`src/rtl/timestamp_reorder_min_heap_macros.svh`:
```
// Assertion macros for the timestamp reorder heap.
// Used by the top level; expects signals clk and rst_n in scope.
`ifndef TIMESTAMP_REORDER_MIN_HEAP_MACROS_SVH
`define TIMESTAMP_REORDER_MIN_HEAP_MACROS_SVH
`ifndef NO_ASSERTIONS
`define TSRH_ASSERT_NOW(lbl, ante, cons) \
    lbl: assert property (@(posedge clk) disable iff (!rst_n) (ante) |-> (cons)) \
        else $error("tsrh check failed");
`define TSRH_ASSERT_NEXT(lbl, ante, cons) \
    lbl: assert property (@(posedge clk) disable iff (!rst_n) (ante) |=> (cons)) \
        else $error("tsrh check failed");
`else
`define TSRH_ASSERT_NOW(lbl, ante, cons)
`define TSRH_ASSERT_NEXT(lbl, ante, cons)
`endif
`endif

```
`src/rtl/tsrh_pkg.sv`:
```
// Shared types and constants for the timestamp reorder heap.
// No dependencies.
package tsrh_pkg;

    localparam logic CMD_PUSH  = 1'b0;
    localparam logic CMD_DRAIN = 1'b1;

    localparam int         HOLD_W     = 6;
    localparam logic [5:0] HOLD_RESET = 6'd32;

    // stamp in the low half, matching the stream word layout
    typedef struct packed {
        logic [31:0] tag;
        logic [31:0] stamp;
    } entry_t;

    typedef struct packed {
        logic   load;
        entry_t ent;
        logic   last;
        logic   overflow;
    } res_t;

    typedef struct packed {
        logic idle;
        logic full;
        logic dropped;
    } stat_t;

    typedef enum logic [3:0] {
        ST_IDLE,
        ST_UP,
        ST_UP_CMP,
        ST_CHECK,
        ST_POP_ROOT,
        ST_POP_LAST,
        ST_DOWN,
        ST_DOWN_L,
        ST_DOWN_R
    } state_t;

endpackage

```
`src/rtl/tsrh_ctrl.sv`:
```
// Heap sequencer: sift-up on push, root pop with sift-down, via one RAM port pair.
// Depends on tsrh_pkg.
module tsrh_ctrl #(
    parameter int DEPTH = 64
) (
    input  logic                     clk,
    input  logic                     rst_n,
    input  logic                     in_valid,
    input  logic                     in_cmd,
    input  tsrh_pkg::entry_t         in_entry,
    input  logic                     in_batch_end,
    input  logic [5:0]               hold,
    input  logic                     out_free,
    output tsrh_pkg::res_t           res,
    output tsrh_pkg::stat_t          stat,
    output logic                     ram_we,
    output logic [$clog2(DEPTH)-1:0] ram_waddr,
    output tsrh_pkg::entry_t         ram_wdata,
    output logic [$clog2(DEPTH)-1:0] ram_raddr,
    input  tsrh_pkg::entry_t         ram_rdata
);
    import tsrh_pkg::*;

    localparam int AW   = $clog2(DEPTH);
    localparam int CW   = AW + 1;
    localparam int CMPW = (CW > HOLD_W) ? CW : HOLD_W;

    state_t          state_reg, state_next;
    logic [CW-1:0]   count_reg, count_next;
    logic [AW-1:0]   pos_reg, pos_next;
    logic [AW-1:0]   par_reg, par_next;     // parent or left-child address
    entry_t          elem_reg, elem_next;   // entry being sifted (the hole's owner)
    entry_t          child_reg, child_next;
    logic [5:0]      keep_reg, keep_next;
    logic            drop_reg, drop_next;
    logic            batch_reg, batch_next;

    logic [AW-1:0]   parent_w;
    logic [CW-1:0]   left_w, right_w;
    logic [CW-1:0]   cnt_dec;
    logic            full, more, last_w, pos_lt_half, right_ok;
    logic            up_lt, left_lt, pick_right, pick_lt;
    entry_t          pick_ent;
    logic [AW-1:0]   pick_addr;

    assign parent_w    = (pos_reg - AW'(1)) >> 1;
    assign left_w      = {pos_reg, 1'b1};
    assign right_w     = left_w + CW'(1);
    assign cnt_dec     = count_reg - CW'(1);
    assign full        = (count_reg == CW'(DEPTH));
    assign more        = CMPW'(count_reg) > CMPW'(keep_reg);
    assign last_w      = CMPW'(cnt_dec) <= CMPW'(keep_reg);
    assign pos_lt_half = {1'b0, pos_reg} < (count_reg >> 1);
    assign right_ok    = right_w < count_reg;
    assign up_lt       = elem_reg.stamp < ram_rdata.stamp;
    assign left_lt     = ram_rdata.stamp < elem_reg.stamp;
    // ties stay with the left child
    assign pick_right  = ram_rdata.stamp < child_reg.stamp;
    assign pick_ent    = pick_right ? ram_rdata : child_reg;
    assign pick_addr   = pick_right ? AW'(par_reg + AW'(1)) : par_reg;
    assign pick_lt     = pick_ent.stamp < elem_reg.stamp;

    always_ff @(posedge clk or negedge rst_n)
    begin
        if (!rst_n)
        begin
            state_reg <= ST_IDLE;
            count_reg <= '0;
            drop_reg  <= 1'b0;
        end
        else
        begin
            state_reg <= state_next;
            count_reg <= count_next;
            drop_reg  <= drop_next;
        end
    end

    always_ff @(posedge clk)
    begin
        pos_reg   <= pos_next;
        par_reg   <= par_next;
        elem_reg  <= elem_next;
        child_reg <= child_next;
        keep_reg  <= keep_next;
        batch_reg <= batch_next;
    end

    // next state
    always_comb
    begin
        state_next = state_reg;
        case (state_reg)
            ST_IDLE:
            begin
                if (in_valid)
                begin
                    if (in_cmd == CMD_DRAIN)
                        state_next = ST_CHECK;
                    else if (!full)
                        state_next = ST_UP;
                    else if (in_batch_end)
                        state_next = ST_CHECK;
                end
            end
            ST_UP:
            begin
                if (pos_reg != '0)
                    state_next = ST_UP_CMP;
                else
                    state_next = batch_reg ? ST_CHECK : ST_IDLE;
            end
            ST_UP_CMP:
            begin
                if (up_lt)
                    state_next = ST_UP;
                else
                    state_next = batch_reg ? ST_CHECK : ST_IDLE;
            end
            ST_CHECK:
            begin
                if (!more)
                    state_next = ST_IDLE;
                else if (out_free)
                    state_next = ST_POP_ROOT;
            end
            ST_POP_ROOT:
            begin
                state_next = (cnt_dec == '0) ? ST_CHECK : ST_POP_LAST;
            end
            ST_POP_LAST:
            begin
                state_next = ST_DOWN;
            end
            ST_DOWN:
            begin
                state_next = pos_lt_half ? ST_DOWN_L : ST_CHECK;
            end
            ST_DOWN_L:
            begin
                if (right_ok)
                    state_next = ST_DOWN_R;
                else
                    state_next = left_lt ? ST_DOWN : ST_CHECK;
            end
            ST_DOWN_R:
            begin
                state_next = pick_lt ? ST_DOWN : ST_CHECK;
            end
            default:
            begin
                state_next = ST_IDLE;
            end
        endcase
    end

    // memory accesses, result and datapath updates
    always_comb
    begin
        count_next   = count_reg;
        pos_next     = pos_reg;
        par_next     = par_reg;
        elem_next    = elem_reg;
        child_next   = child_reg;
        keep_next    = keep_reg;
        drop_next    = drop_reg;
        batch_next   = batch_reg;
        ram_we       = 1'b0;
        ram_waddr    = pos_reg;
        ram_wdata    = elem_reg;
        ram_raddr    = '0;
        res.load     = 1'b0;
        res.ent      = ram_rdata;
        res.last     = last_w;
        res.overflow = drop_reg;
        stat.idle    = (state_reg == ST_IDLE);
        stat.full    = full;
        stat.dropped = drop_reg;
        case (state_reg)
            ST_IDLE:
            begin
                if (in_valid)
                begin
                    batch_next = in_batch_end;
                    if (in_cmd == CMD_DRAIN)
                    begin
                        keep_next = '0;
                    end
                    else
                    begin
                        keep_next = hold;
                        if (full)
                        begin
                            drop_next = 1'b1;
                        end
                        else
                        begin
                            elem_next  = in_entry;
                            pos_next   = count_reg[AW-1:0];
                            count_next = count_reg + CW'(1);
                        end
                    end
                end
            end
            ST_UP:
            begin
                if (pos_reg == '0)
                begin
                    ram_we = 1'b1;
                end
                else
                begin
                    ram_raddr = parent_w;
                    par_next  = parent_w;
                end
            end
            ST_UP_CMP:
            begin
                ram_we = 1'b1;
                if (up_lt)
                begin
                    ram_wdata = ram_rdata;
                    pos_next  = par_reg;
                end
            end
            ST_CHECK:
            begin
                ram_raddr = '0;
            end
            ST_POP_ROOT:
            begin
                res.load   = 1'b1;
                count_next = cnt_dec;
                ram_raddr  = cnt_dec[AW-1:0];
            end
            ST_POP_LAST:
            begin
                elem_next = ram_rdata;
                pos_next  = '0;
            end
            ST_DOWN:
            begin
                if (pos_lt_half)
                begin
                    ram_raddr = left_w[AW-1:0];
                    par_next  = left_w[AW-1:0];
                end
                else
                begin
                    ram_we = 1'b1;
                end
            end
            ST_DOWN_L:
            begin
                child_next = ram_rdata;
                if (right_ok)
                begin
                    ram_raddr = right_w[AW-1:0];
                end
                else
                begin
                    ram_we = 1'b1;
                    if (left_lt)
                    begin
                        ram_wdata = ram_rdata;
                        pos_next  = par_reg;
                    end
                end
            end
            ST_DOWN_R:
            begin
                ram_we = 1'b1;
                if (pick_lt)
                begin
                    ram_wdata = pick_ent;
                    pos_next  = pick_addr;
                end
            end
            default:
            begin
                ram_we = 1'b0;
            end
        endcase
    end

endmodule

```
`config.mk`:
```
export PLATFORM = sky130hd
export DESIGN_NAME = tsrh_ctrl
export DESIGN_NICKNAME = d
export VERILOG_FILES = /design/src/rtl/timestamp_reorder_min_heap_macros.svh /design/src/rtl/tsrh_pkg.sv /design/src/rtl/tsrh_ctrl.sv
export SDC_FILE = /design/constraint.sdc
export NUM_CORES = 1
export LEC_CHECK = 0
export BUFFER_PORTS_ARGS = -buffer_cell sky130_fd_sc_hd__buf_2
export CAP_MARGIN = 10
export CORE_ASPECT_RATIO = 0.75
export CORE_UTILIZATION = 45
export CTS_BUF_LIST = sky130_fd_sc_hd__clkbuf_4 sky130_fd_sc_hd__clkbuf_8 sky130_fd_sc_hd__clkbuf_16
export DETAILED_ROUTE_END_ITERATION = 16
export PLACE_DENSITY = 0.72
export SYNTH_ARGS = -nofsm -noshare
export SYNTH_HDL_FRONTEND = slang
export SYNTH_SLANG_ARGS = --single-unit
```
`constraint.sdc`:
```
create_clock -name clk -period 4.9 [get_ports clk]
set_input_delay 0.245 -clock clk [delete_from_list [all_inputs] [get_ports clk]]
set_output_delay 0.245 -clock clk [all_outputs]
set_load 0.02 [all_outputs]
```
==> flow_metrics.env <==
export IMPL_status="finished, violations left"
export IMPL_violated_checks="setup timing"
export IMPL_yosysTopAreaCellShare_pct=37.8
export IMPL_critical_path_peak_fanout=6
export IMPL_synth_area_leader_cell="edfxtp_1"
export IMPL_postRouteAntennaNets=0
export IMPL_placedInstanceArea_sq_mm=0.0137
export IMPL_seq_area_frac_synth_pct=40.4
export IMPL_power_per_cell_area_mw_per_mm2=439
export IMPL_worst_ir_drop_vdd_mv=0.281
export IMPL_finClkSkew_ns=0.00863
export IMPL_post_synth_fa_ha_maj_area_fraction_pct=13.5
export IMPL_crit_path_max_delay_family="simple AND/OR/NAND/NOR gates"
export IMPL_synth_compound_gate_area_share_pct=16.4
export IMPL_combined_buffer_and_inverter_count_along_the_critical_path=5
export IMPL_seq_cells_post_synth=159
export IMPL_slowest_stage="or4_4"
export IMPL_hpwl_microns=25100
export IMPL_setup_worst_path_end_class="output port"
export IMPL_power_report_internal_total_mw=4.00
export IMPL_crit_top_cell="and4_4"
export IMPL_start_kind="flip-flop"
export IMPL_dieWidth_microns=188
export IMPL_worstSkewPairLatency_ns=0.43
export IMPL_total_via_count_in_the_routed_design=10300
export IMPL_grt_usage_pct=25.6
export IMPL_floorplan_die_height_microns=142
export IMPL_wirelength_microns=36200
export IMPL_timing_critical_path_required_ns=4.66
export IMPL_synthXorXnorAreaFrac_pct=1.35
export IMPL_pin_count_of_the_biggest_net_entering_global_routing=68
export IMPL_initial_antenna_violation_count=0
export IMPL_final_max_slew_violation_count=0
export IMPL_final_period_utilization_pct=118
export IMPL_design_final_nets=1715
export IMPL_min_path_type="primary input to flip-flop"
export IMPL_final_setup_worst_slack_ns=-0.875
export IMPL_cts_root_buf="clkbuf_16"
export IMPL_avgViaCountPerCell=5.73
export IMPL_synthSimpleGateAreaFrac_pct=12.7
export IMPL_count_of_flip_flops_with_a_built_in_enable_after_synthesis=147
export IMPL_ys_types=63
export IMPL_worst_slew_pin_transition_ns=1.04
export IMPL_drv_cap=0
export IMPL_hold_path_startpoint="ram_rdata[46]"
export IMPL_placementRows=50
export IMPL_max_clock_freq_mhz=173
export IMPL_drc=0
export IMPL_synth_async_reset_ratio_pct=7.55
export IMPL_fin_total_pwr_mw=6.76
export IMPL_fin_crit_ns=5.78
export IMPL_cts_tree="built"
export IMPL_initial_core_util_pct=46.3
export IMPL_power_share_sequential_pct=29.9
export IMPL_drive_gt1_share_pct=40.3
export IMPL_synthFlopType="edfxtp_1"
export IMPL_timing_critical_path_from="child_reg[31]$_DFFE_PP_"
export IMPL_rsz_0062_raised_after_global_routing="true"
export IMPL_syn_instance_count=1114
export IMPL_mux_cell_area_share_after_synthesis_pct=6.34
export IMPL_p_sw_share_pct=40.9
export IMPL_synth_area_top_cells="edfxtp_1 (38%), ha_1 (14%), mux2_2 (6.2%)"
export IMPL_die_area_sq_mm=0.0266
export IMPL_placement_io_buffers=286
export IMPL_timing_hold_violations_final=0
export IMPL_floorplan_core_area_sq_mm=0.0252
export IMPL_maximum_number_of_buffers_from_clock_root_to_sink=2
export IMPL_finalWeightedCongestion=0.915
export IMPL_cp_arrival_ns=5.53
export IMPL_grt_first_pass_wirelength_microns=52900
export IMPL_crit_reg2reg_launch="child_reg[31]$_DFFE_PP_"
export IMPL_wl_per_cell_microns=20.1
export IMPL_first_global_vias=9799
export IMPL_crit_path_max_incr_delay_ns=0.58
export IMPL_critical_path_cell_chain="inv_2, ha_4, and4_4, nand4_1, or4_4, a31oi_4, buf_12, nor2_4, nand2_1, o21ai_2, ha_1, and4_4, nand3_2, or3_4, o32a_1, nand3b_1, buf_4, o31ai_4, a31o_4, clkbuf_16, a221o_1, buf_2"
export IMPL_tritoncts_num_sinks=159
export IMPL_combinational_group_share_of_total_power_pct=50.7
export IMPL_yosysMostFrequentCell="edfxtp_1"
export IMPL_total_number_of_h_tree_levels=4
export IMPL_slew_headroom_pct=31.0
export IMPL_synth_nets=1380
export IMPL_cell_area_after_synthesis_sq_mm=0.0117
export IMPL_path_class="flip-flop to output port"
export IMPL_path_clk_slew_ns=0.07
export IMPL_antennaDiodeCount=0
export IMPL_fin_area_sq_mm=0.0154
export IMPL_ys_warn_count=0
export IMPL_timing_setup_tns_ns=-54.50
export IMPL_p_switching_mw=2.76
export IMPL_layout_cells_non_filler=1800
export IMPL_grt_overflow_total=0
export IMPL_final_setup_viol_count=70
export IMPL_p_leak_nw=6.79
export IMPL_area_growth_syn_to_layout_pct=31.9
export IMPL_main_combinational_cell_family_by_area_after_synthesis="compound AO/OA/AOI/OAI gates"
export IMPL_drt_first_iter_violations=824
export IMPL_boundaryPins=287
export IMPL_relative_contribution_of_the_clock_network_to_total_power_pct=19.4
export IMPL_postSynthAreaPerCell_sq_um=10.5
export IMPL_place_inst=1725
export IMPL_firstDrtPassIters=5
export IMPL_cts_buffers_inserted=17
export IMPL_synth_common_cells="edfxtp_1 (147), ha_1 (126), inv_1 (92), nand2_1 (78), a221o_1 (70)"
-- routing by layer --
layer / track usage, % / part of all wire (%)
met3: 5.14 / 7.6
met5: 0 / 0
met1: 35.3 / 45
met4: 7.23 / 1.5
met2: 40.7 / 46
-- layout make-up --
| type | count | area (sq um) |
|---|---|---|
| tap | 338 | 423 |
| sequential | 159 | 4710 |
| clock buffer | 18 | 433 |
| inverter | 92 | 345 |
| fill | 2046 | 9810 |
| timing repair buffer | 431 | 3130 |
| clock inverter | 14 | 133 |
| multi-input combinational | 748 | 6220 |
-- placed cells by master (no fill, tap or decap), types with 23 or more instances in the layout --
cell type and instances:
a21oi_1 45, a221o_1 70, and2_1 33, buf_2 237
buf_4 116, buf_6 57, clkbuf_16 23, edfxtp_1 147
ha_1 116, inv_1 85, mux2_2 64, nand2_1 74
nor2_1 25, nor3b_1 33, o21ai_0 40
-- worst register-to-register path: stages (launching register included) --
cell and delay [ns]:
edfxtp_1 0.36, inv_2 0.07, ha_4 0.27, and4_4 0.22, nand4_1 0.20, or4_4 0.59, a31oi_4 0.19, buf_12 0.16
nor2_4 0.09, buf_8 0.16, buf_4 0.13, nand2_1 0.05, o21ai_0 0.10, ha_1 0.20, or4_1 0.54, a21oi_2 0.12
o32a_1 0.26, nand3_4 0.11, o31ai_4 0.31, buf_4 0.20, nand2_2 0.06, a31oi_1 0.16, buf_4 0.19
-- final timing paths --
check                                            to  slack, ns  cells past startpoint
setup / recovery                      ram_wdata[43]      -0.88                     22
hold / removal              child_reg[46]$_DFFE_PP_       0.02                      1
setup reg to reg             ram_waddr[3]$_DFFE_PP_      -0.12                     22
hold reg to reg                drop_reg$_DFFE_PN0P_       0.51                      1
max in group asynchronous  count_reg[6]$_DFFE_PN0P_       4.39                      2
min in group asynchronous  count_reg[0]$_DFFE_PN0P_       0.26                      2
-- what timing repair did --
action                                  CTS  global route
hold endpoints to repair                 13             0
cloned                                    5             7
endpoints found under the setup margin   72            72
pin swaps                                47            29
resized for setup                       101            95
setup buffers                            11            18
hold buffers                              2             0
-- kinds of logic after synthesis --
logic type      Yosys count
compound gates          262
xor+xnor                 18
fa+ha+maj               126
buf+inv                 210
flops                   159
mux                      66
simple gates            273
-- power by group through the flow --
stage	Clock (mW)	Sequential, mW	Combinational, mW
finish	1.31	2.02	3.43
floorplan	0	1.96	2.08
CTS	1.33	2.01	3.15
global placement	0	2.03	2.92
global route	1.38	2.04	3.71
detailed placement	0	2.04	2.98
-- stage by stage --
stage | utilization [%] | setup WS [ns] | hold slack (ns)
after floorplan | - | 0.0222 | -0.0506
after global placement | 54.2 | -0.482 | 0.150
after detailed placement | 54.2 | -0.521 | 0.166
after CTS | 58.5 | -0.686 | 0.00248
after global routing | 61.1 | -1.03 | 0.00486
final | 61.1 | -0.875 | 0.0239
Power figures use the tool's default switching activity.
